File: config.mk
export PLATFORM = sky130hd
export DESIGN_NAME = keyed_record_table_top
export DESIGN_NICKNAME = d
export VERILOG_FILES = /design/src/sv/krt_pkg.sv /design/src/sv/krt_ctrl.sv /design/src/sv/krt_dpath.sv /design/src/sv/keyed_record_table_top.sv
export SDC_FILE = /design/constraint.sdc
export NUM_CORES = 2
export LEC_CHECK = 0
export BUFFER_PORTS_ARGS = -buffer_cell sky130_fd_sc_hd__buf_4
export CAP_MARGIN = 20
export CORE_MARGIN = 2
export CORE_UTILIZATION = 57
export DETAILED_ROUTE_END_ITERATION = 16
export PLACE_DENSITY = 0.76
export SLEW_MARGIN = 20
export SYNTH_ARGS = -nofsm -noshare
export SYNTH_HDL_FRONTEND = slang
export SYNTH_SLANG_ARGS = --single-unit
File: constraint.sdc
create_clock -name clk -period 9.4 [get_ports clk]
set_clock_uncertainty 0.15 [all_clocks]
set_input_delay 0.47 -clock clk [delete_from_list [all_inputs] [get_ports clk]]
set_output_delay 0.47 -clock clk [all_outputs]
set_load 0.05 [all_outputs]
File: src/sv/krt_pkg.sv
`timescale 1ns / 1ps

package krt_pkg;

  // Default table depth.
  localparam int DEPTH_DEF = 64;

  // Field widths fixed by the interface.
  localparam int CMD_W   = 2;
  localparam int KEY_W   = 32;
  localparam int DATA_W  = 32;
  localparam int STAT_W  = 2;
  localparam int POS_W   = 7;
  localparam int LIMIT_W = 7;

  // Capacity limit after reset.
  localparam logic [LIMIT_W-1:0] CAP_RESET = 7'd64;

  // Command codes.
  localparam logic [CMD_W-1:0] CMD_INSERT = 2'd0;
  localparam logic [CMD_W-1:0] CMD_SEARCH = 2'd1;
  localparam logic [CMD_W-1:0] CMD_MODIFY = 2'd2;
  localparam logic [CMD_W-1:0] CMD_DELETE = 2'd3;

  // Status codes.
  localparam logic [STAT_W-1:0] ST_DONE      = 2'd0;
  localparam logic [STAT_W-1:0] ST_NOT_FOUND = 2'd1;
  localparam logic [STAT_W-1:0] ST_DUPLICATE = 2'd2;
  localparam logic [STAT_W-1:0] ST_FULL      = 2'd3;

  // Commands from the controller to the datapath.
  typedef struct packed {
    logic load;
    logic scan;
    logic decide;
    logic shift;
  } ctrl_t;

  // Status from the datapath to the controller.
  typedef struct packed {
    logic scan_done;
    logic shift_go;
    logic shift_done;
  } sts_t;

endpackage

File: src/sv/krt_ctrl.sv
`timescale 1ns / 1ps

module krt_ctrl (
  input  logic          clk,
  input  logic          rst_n,
  input  logic          start,
  output logic          busy,
  input  krt_pkg::sts_t sts,
  output krt_pkg::ctrl_t ctl
);
  import krt_pkg::*;

  localparam logic [1:0] S_IDLE   = 2'd0;
  localparam logic [1:0] S_SCAN   = 2'd1;
  localparam logic [1:0] S_DECIDE = 2'd2;
  localparam logic [1:0] S_SHIFT  = 2'd3;

  logic [1:0] state_r;
  logic [1:0] state_nxt;

  // Next-state logic.
  always_comb begin
    state_nxt = state_r;
    unique case (state_r)
      S_IDLE: begin
        if (start) state_nxt = S_SCAN;
      end
      S_SCAN: begin
        if (sts.scan_done) state_nxt = S_DECIDE;
      end
      S_DECIDE: begin
        state_nxt = sts.shift_go ? S_SHIFT : S_IDLE;
      end
      S_SHIFT: begin
        if (sts.shift_done) state_nxt = S_IDLE;
      end
      default: state_nxt = S_IDLE;
    endcase
  end

  always_ff @(posedge clk) begin
    if (!rst_n) begin
      state_r <= S_IDLE;
    end else begin
      state_r <= state_nxt;
    end
  end

  // Datapath commands decoded from the state.
  always_comb begin
    ctl.load   = (state_r == S_IDLE) && start;
    ctl.scan   = (state_r == S_SCAN);
    ctl.decide = (state_r == S_DECIDE);
    ctl.shift  = (state_r == S_SHIFT);
  end

  assign busy = (state_r != S_IDLE);

endmodule

File: src/sv/krt_dpath.sv
`timescale 1ns / 1ps

module krt_dpath #(
  parameter int DEPTH = krt_pkg::DEPTH_DEF
) (
  input  logic                                clk,
  input  logic                                rst_n,
  input  logic [krt_pkg::CMD_W-1:0]           in_command,
  input  logic signed [krt_pkg::KEY_W-1:0]    in_key,
  input  logic [krt_pkg::DATA_W-1:0]          in_data_in,
  input  logic                                cfg_wr_en,
  input  logic [krt_pkg::LIMIT_W-1:0]         cfg_wr_data,
  input  krt_pkg::ctrl_t                      ctl,
  output krt_pkg::sts_t                       sts,
  output logic                                out_valid,
  output logic [krt_pkg::STAT_W-1:0]          out_status,
  output logic [krt_pkg::POS_W-1:0]           out_position,
  output logic [krt_pkg::DATA_W-1:0]          out_data_out,
  output logic [krt_pkg::POS_W-1:0]           out_record_count
);
  import krt_pkg::*;

  localparam int AW  = (DEPTH > 1) ? $clog2(DEPTH) : 1;
  localparam int CW  = $clog2(DEPTH + 1);
  localparam int LW  = (CW > LIMIT_W) ? CW : LIMIT_W;
  localparam int RW  = KEY_W + DATA_W;

  // Record store: key in the upper half, data word in the lower half.
  logic [RW-1:0] mem [DEPTH];

  logic [CMD_W-1:0]   cmd_r;
  logic [KEY_W-1:0]   key_r;
  logic [DATA_W-1:0]  data_r;
  logic [CW-1:0]      count_r;
  logic [CW-1:0]      count_nxt;
  logic [LIMIT_W-1:0] cap_r;
  logic [CW-1:0]      rd_ptr_r;
  logic               rd_valid_r;
  logic [AW-1:0]      rd_idx_r;
  logic [KEY_W-1:0]   rd_key_r;
  logic [DATA_W-1:0]  rd_data_r;
  logic               found_r;
  logic [AW-1:0]      match_idx_r;
  logic [DATA_W-1:0]  match_data_r;

  logic               out_valid_r;
  logic [STAT_W-1:0]  out_status_r;
  logic [POS_W-1:0]   out_position_r;
  logic [DATA_W-1:0]  out_data_r;
  logic [POS_W-1:0]   out_count_r;

  logic               mem_re;
  logic               mem_we;
  logic [AW-1:0]      mem_waddr;
  logic [RW-1:0]      mem_wdata;

  logic               hit;
  logic               last;
  logic [CW-1:0]      count_m1;
  logic [CW-1:0]      match_pos;
  logic [LW-1:0]      eff_limit;
  logic               full;

  logic [STAT_W-1:0]  dec_status;
  logic [CW-1:0]      dec_pos;
  logic [DATA_W-1:0]  dec_dout;
  logic [CW-1:0]      dec_count;
  logic               dec_we;
  logic [AW-1:0]      dec_waddr;
  logic [RW-1:0]      dec_wdata;
  logic [LW-1:0]      pos_wide;
  logic [LW-1:0]      count_wide;

  // Compare stage of the read pipeline.
  assign count_m1  = count_r - CW'(1);
  assign match_pos = CW'(match_idx_r) + CW'(1);
  assign hit       = rd_valid_r && (rd_key_r == key_r);
  assign last      = rd_valid_r && (CW'(rd_idx_r) == count_m1);
  assign mem_re    = (ctl.scan || ctl.shift) && (rd_ptr_r < count_r);

  assign sts.scan_done  = hit || last || (count_r == '0);
  assign sts.shift_go   = (cmd_r == CMD_DELETE) && found_r && (match_pos < count_r);
  assign sts.shift_done = last;

  // Effective limit saturates at the table depth.
  always_comb begin
    if (LW'(cap_r) > LW'(DEPTH)) begin
      eff_limit = LW'(DEPTH);
    end else begin
      eff_limit = LW'(cap_r);
    end
  end
  assign full = (LW'(count_r) >= eff_limit);

  // Result and table update for the latched command.
  always_comb begin
    dec_status = ST_DONE;
    dec_pos    = '0;
    dec_dout   = '0;
    dec_count  = count_r;
    dec_we     = 1'b0;
    dec_waddr  = match_idx_r;
    dec_wdata  = {key_r, data_r};
    case (cmd_r)
      CMD_INSERT: begin
        if (full) begin
          dec_status = ST_FULL;
        end else if (found_r) begin
          dec_status = ST_DUPLICATE;
        end else begin
          dec_we    = 1'b1;
          dec_waddr = count_r[AW-1:0];
          dec_count = count_r + CW'(1);
          dec_pos   = count_r + CW'(1);
          dec_dout  = data_r;
        end
      end
      CMD_SEARCH: begin
        if (found_r) begin
          dec_pos  = match_pos;
          dec_dout = match_data_r;
        end else begin
          dec_status = ST_NOT_FOUND;
        end
      end
      CMD_MODIFY: begin
        if (found_r) begin
          dec_we   = 1'b1;
          dec_pos  = match_pos;
          dec_dout = data_r;
        end else begin
          dec_status = ST_NOT_FOUND;
        end
      end
      default: begin
        if (found_r) begin
          dec_pos   = match_pos;
          dec_dout  = match_data_r;
          dec_count = count_m1;
        end else begin
          dec_status = ST_NOT_FOUND;
        end
      end
    endcase
  end

  // Memory write port: the decide step or one shifted record per cycle.
  always_comb begin
    if (ctl.decide) begin
      mem_we    = dec_we;
      mem_waddr = dec_waddr;
      mem_wdata = dec_wdata;
    end else begin
      mem_we    = ctl.shift && rd_valid_r;
      mem_waddr = rd_idx_r - AW'(1);
      mem_wdata = {rd_key_r, rd_data_r};
    end
  end

  always_ff @(posedge clk) begin
    if (mem_we) begin
      mem[mem_waddr] <= mem_wdata;
    end
    if (mem_re) begin
      {rd_key_r, rd_data_r} <= mem[rd_ptr_r[AW-1:0]];
    end
  end

  // Record count. A delete that shifts commits the count when the shift ends.
  always_comb begin
    count_nxt = count_r;
    if (ctl.decide && !sts.shift_go) begin
      count_nxt = dec_count;
    end else if (ctl.shift && last) begin
      count_nxt = count_m1;
    end
  end

  // Control registers.
  always_ff @(posedge clk) begin
    if (!rst_n) begin
      count_r     <= '0;
      cap_r       <= CAP_RESET;
      rd_ptr_r    <= '0;
      rd_valid_r  <= 1'b0;
      found_r     <= 1'b0;
      out_valid_r <= 1'b0;
    end else begin
      count_r     <= count_nxt;
      out_valid_r <= ctl.decide;
      if (cfg_wr_en) begin
        cap_r <= cfg_wr_data;
      end
      if (ctl.load) begin
        rd_ptr_r   <= '0;
        rd_valid_r <= 1'b0;
        found_r    <= 1'b0;
      end else if (ctl.decide) begin
        rd_ptr_r   <= match_pos;
        rd_valid_r <= 1'b0;
      end else if (ctl.scan || ctl.shift) begin
        rd_valid_r <= mem_re;
        if (mem_re) begin
          rd_ptr_r <= rd_ptr_r + CW'(1);
        end
        if (ctl.scan && hit) begin
          found_r <= 1'b1;
        end
      end
    end
  end

  // Latched command word, read index and match capture.
  always_ff @(posedge clk) begin
    if (ctl.load) begin
      cmd_r  <= in_command;
      key_r  <= in_key;
      data_r <= in_data_in;
    end
    if (mem_re) begin
      rd_idx_r <= rd_ptr_r[AW-1:0];
    end
    if (ctl.scan && hit) begin
      match_idx_r  <= rd_idx_r;
      match_data_r <= rd_data_r;
    end
  end

  // Result register; positions and counts are reported in seven bits.
  assign pos_wide   = LW'(dec_pos);
  assign count_wide = LW'(dec_count);

  always_ff @(posedge clk) begin
    if (ctl.decide) begin
      out_status_r   <= dec_status;
      out_position_r <= pos_wide[POS_W-1:0];
      out_data_r     <= dec_dout;
      out_count_r    <= count_wide[POS_W-1:0];
    end
  end

  assign out_valid        = out_valid_r;
  assign out_status       = out_status_r;
  assign out_position     = out_position_r;
  assign out_data_out     = out_data_r;
  assign out_record_count = out_count_r;

endmodule

File: src/sv/keyed_record_table_top.sv
`timescale 1ns / 1ps

// Keyed record table: a packed table of DEPTH records, each a 32-bit key and
// a 32-bit data word, driven by insert, search, modify and delete commands.
// A command word (in_command, in_key, in_data_in) is taken at a clock edge
// where start is high and busy is low. busy stays high while the command runs.
// Each command gives exactly one result word on out_status, out_position,
// out_data_out and out_record_count, shown for one cycle with out_valid high.
// The receiver cannot stall; the result is simply presented for that cycle.
// The key scan reads one record per cycle from the record memory. The result
// is registered in the decide step and shown in the cycle after it. A delete
// that must close the gap then moves later records down one place; busy
// covers that move. capacity_limit is written via cfg_wr_en / cfg_wr_data;
// the user must write it only while idle; the block does not enforce this.
// Synchronous reset (rst_n low) empties the table and sets the limit to 64;
// record contents are not cleared, as only stored records are ever read.
module keyed_record_table_top #(
  parameter int DEPTH = krt_pkg::DEPTH_DEF
) (
  input  logic                                clk,
  input  logic                                rst_n,
  input  logic                                start,
  output logic                                busy,
  input  logic [krt_pkg::CMD_W-1:0]           in_command,
  input  logic signed [krt_pkg::KEY_W-1:0]    in_key,
  input  logic [krt_pkg::DATA_W-1:0]          in_data_in,
  input  logic                                cfg_wr_en,
  input  logic [krt_pkg::LIMIT_W-1:0]         cfg_wr_data,
  output logic                                out_valid,
  output logic [krt_pkg::STAT_W-1:0]          out_status,
  output logic [krt_pkg::POS_W-1:0]           out_position,
  output logic [krt_pkg::DATA_W-1:0]          out_data_out,
  output logic [krt_pkg::POS_W-1:0]           out_record_count
);
  import krt_pkg::*;

  ctrl_t ctl;
  sts_t  sts;

  // Sequencer for scan, decide and shift phases.
  krt_ctrl u_ctrl (
    .clk   (clk),
    .rst_n (rst_n),
    .start (start),
    .busy  (busy),
    .sts   (sts),
    .ctl   (ctl)
  );

  // Record memory, compare pipeline and result register.
  krt_dpath #(
    .DEPTH (DEPTH)
  ) u_dpath (
    .clk              (clk),
    .rst_n            (rst_n),
    .in_command       (in_command),
    .in_key           (in_key),
    .in_data_in       (in_data_in),
    .cfg_wr_en        (cfg_wr_en),
    .cfg_wr_data      (cfg_wr_data),
    .ctl              (ctl),
    .sts              (sts),
    .out_valid        (out_valid),
    .out_status       (out_status),
    .out_position     (out_position),
    .out_data_out     (out_data_out),
    .out_record_count (out_record_count)
  );

endmodule

==> flow_summary.ini <==
[sta]
setup_viol_count_final = 0
fmax_ghz = 0.160
rsz0062_at_grt = false
fin_crit_sh_pct = 66.5
hold_violations = 0
maxSlewHeadroom_pct = 20.7
drv_slew = 0
worst_pin_slew_ps = 1190
fin_tns_setup_ps = 0
final.min_clock_period_ps = 6250

[critical_path]
r2r_setup_slack_ps = 3150
endpoint_kind = flip-flop
critPathRequiredTime_ps = 9770
worst-path-max-fanout = 37
r2r_end = u_dpath.mem[11][41]$_DFFE_PP_
cp.arrival_ps = 6610
r2r_start = u_dpath.count_r[0]$_SDFFE_PN0P_
path_class = reg2reg
critPathLaunchType = flip-flop
rr_worst_depth = 10

[place]
dp_hpwl_um = 233000
placed_cell_area_mm2 = 0.173
io_buffers = 126
place_congestion = 0.901

[synthesis]
synth_fa_ha_area_share_pct = 0.219
synth_xor_area_share_pct = 0.322
synthMuxAreaShare_pct = 17.4
synth_compound_area_share_pct = 1.18
async_flop_share_pct = 0
yosys_warnings = 0
syn_area_mm2 = 0.166
yosysTopAreaCell = edfxtp_1
synth.most_common_cell = edfxtp_1
synthFlopType = edfxtp_1
netlist_instances = 6883
ys_types = 66
synth_edf_count = 4318
ys_seq_area_share_pct = 78.5
yosys-top-cells-count = edfxtp_1, mux4_2, nand2_1
synth_top_family_by_area = multiplexers
syn_nets = 6989
syn_area_per_cell_um2 = 24.1
ys_seq_elements = 4344
ys_top_cells_by_area = edfxtp_1, mux4_2, nand2_1, a22oi_1, clkbuf_1
yosys.area.top_type_share_pct = 78.2
yosys.area_share.simple_pct = 1.37

[routing]
firstDrtPassIters = 6
wire_per_inst_um = 38.7
ant_nets = 0
detail_route.vias_per_cell = 7.08
route.detailed.drc = 0
first_iter_violations = 15000
wl_um = 450000
dr_total_vias = 82200

[clock_network]
cts.path.max_buffers = 4
htree_levels = 5
clock_latency_ps = 960
cts_resized = 0
post-cts-setup-buffers = 0
cts_root_buf = clkbuf_16
hold_buffers = 83
cts_tree = yes
cts.sinks = 4344
clk_pin_slew_ps = 70
cts_buffers = 411

[worst_hold_path]
hold_path_class = in2reg
hold_end = u_dpath.data_r[9]$_DFFE_PP_
holdPathStages = 2
min_from = in_data_in[9]

[power]
p_leak_nw = 56.5
ir_worst_vdd_mv = 0.172
powerDensity_mw_per_mm2 = 213

[grt]
grt_max_degree = 129
grt_pass1_vias = 80800
grt_usage_pct = 30.5
grt_antenna_before_repair = 29
grt_pass1_wl_um = 628000
gr-total-overflow = 0

[floorplanning]
die_area_mm2 = 0.295
core_area_mm2 = 0.290
die_w_um = 543
start_util_pct = 57.2
die_h_um = 543
pin_count = 127
rows = 198

[finish]
syn_to_final_growth_pct = 12.7
design_area_mm2 = 0.187
layout-drive-gt1-share_pct = 29.9
nets = 7490
nFillCells = 17500

[run_status]
status = complete, no violations

[run]
cap_violations = 0
## cell usage in the layout (no fill, tap or decap), types with 22 or more instances in the layout
| master | instances |
|---|---|
| a22o_1 | 32 |
| nor2_1 | 39 |
| a22oi_1 | 130 |
| dlygate4sd3_1 | 83 |
| nor2_4 | 28 |
| nor3_2 | 37 |
| bufinv_16 | 48 |
| dfxtp_1 | 22 |
| xnor2_1 | 33 |
| xor2_1 | 28 |
| ha_1 | 29 |
| nand2_1 | 300 |
| buf_4 | 347 |
| edfxtp_1 | 4318 |
| clkbuf_1 | 82 |
| nand3_1 | 28 |
| clkbuf_16 | 419 |
| clkinv_1 | 98 |
| mux4_2 | 1280 |
| clkinv_2 | 65 |
## final cells by class
| type | instances | area (um^2) | share of cell area (%) |
|---|---|---|---|
| clock inverters | 238 | 2490 | 1.33 |
| inverters | 22 | 87.6 | 0.0469 |
| flip-flops and latches | 4344 | 130000 | 69.7 |
| clock buffers | 501 | 10800 | 5.78 |
| well taps | 3900 | 4880 | 2.61 |
| multi-input cells | 2154 | 34500 | 18.5 |
| repair buffers | 451 | 3860 | 2.07 |
| diodes | 10 | 25.0 | 0.0134 |
## power breakdown
group | internal [W] | total, W | leakage [nW] | switching, W
Clock | 0.00948 | 0.0167 | 6.47 | 0.00719
Sequential | 0.0214 | 0.0215 | 39.1 | 0.0000767
Combinational | 0.000534 | 0.00160 | 11.0 | 0.00107
## critical path, stage by stage, from the launching register on
cell and delay [ps]:
dfxtp_1 560, inv_1 260, ha_1 340, nand2b_1 160, a211oi_2 350, o21ba_2 480, a21boi_0 200, o22ai_1 630
nand4b_1 810, nor2_4 1090, buf_4 720
## logic make-up (layout without fill, tap and decap cells)
group,after synthesis,in the layout
and+or+nand+nor,517,517
adders and majority gates,29,29
DFF,4344,4344
xor gates and xnor gates,61,61
muxes,1287,1287
AOI/OAI and AO/OA,260,260
other,0,10
buffers and inverters,385,1212
## sequential cells by signal, indices dropped and copies added, names as in the netlist, 32 cells and up
name,flops
u_dpath.mem,4096
u_dpath.data_r,32
u_dpath.rd_key_r,32
u_dpath.rd_data_r,32
u_dpath.out_data_out,32
u_dpath.key_r,32
u_dpath.match_data_r,32
## how the worst max path moves through the flow
stage / to / slack [ps] / start / cells after the start
6_report: u_dpath.mem[11][41]$_DFFE_PP_ / 3150 / u_dpath.count_r[0]$_SDFFE_PN0P_ / 10
5_1_grt: u_dpath.mem[14][19]$_DFFE_PP_ / 2950 / u_dpath.count_r[0]$_SDFFE_PN0P_ / 10
4_1_cts: u_dpath.mem[11][45]$_DFFE_PP_ / 3360 / u_dpath.count_r[0]$_SDFFE_PN0P_ / 10
3_5_place_dp: u_dpath.mem[51][27]$_DFFE_PP_ / 3430 / u_dpath.count_r[0]$_SDFFE_PN0P_ / 10
3_3_place_gp: u_dpath.mem[51][19]$_DFFE_PP_ / 3620 / u_dpath.count_r[0]$_SDFFE_PN0P_ / 10
2_1_floorplan: u_dpath.mem[58][0]$_DFFE_PP_ / 260 / u_dpath.count_r[0]$_SDFFE_PN0P_ / 11
## routing by layer
layer	vias to the layer above	track usage, %	part of all wire [%]
li1	30600	-	-
met4	14	8.59	3.2
met1	43300	43.5	35
met5	-	0	0.018
met3	911	8.57	15
met2	7354	46.7	47
## through the flow
| stage | util, % | hold slack [ps] | power, W | std cells | setup WS, ps |
|---|---|---|---|---|---|
| after floorplan | - | 271 | 0.0228 | 6883 | 257 |
| after global placement | 59.5 | 286 | 0.0234 | 10800 | 3620 |
| after detailed placement | 59.5 | 294 | 0.0235 | 10800 | 3430 |
| after CTS | 64.4 | 65.4 | 0.0398 | 11600 | 3360 |
| after global routing | 64.4 | 95.5 | 0.0406 | 11600 | 2950 |
| final | 64.4 | 110 | 0.0398 | 11600 | 3150 |
No activity file was read; power rests on OpenSTA's default activity.
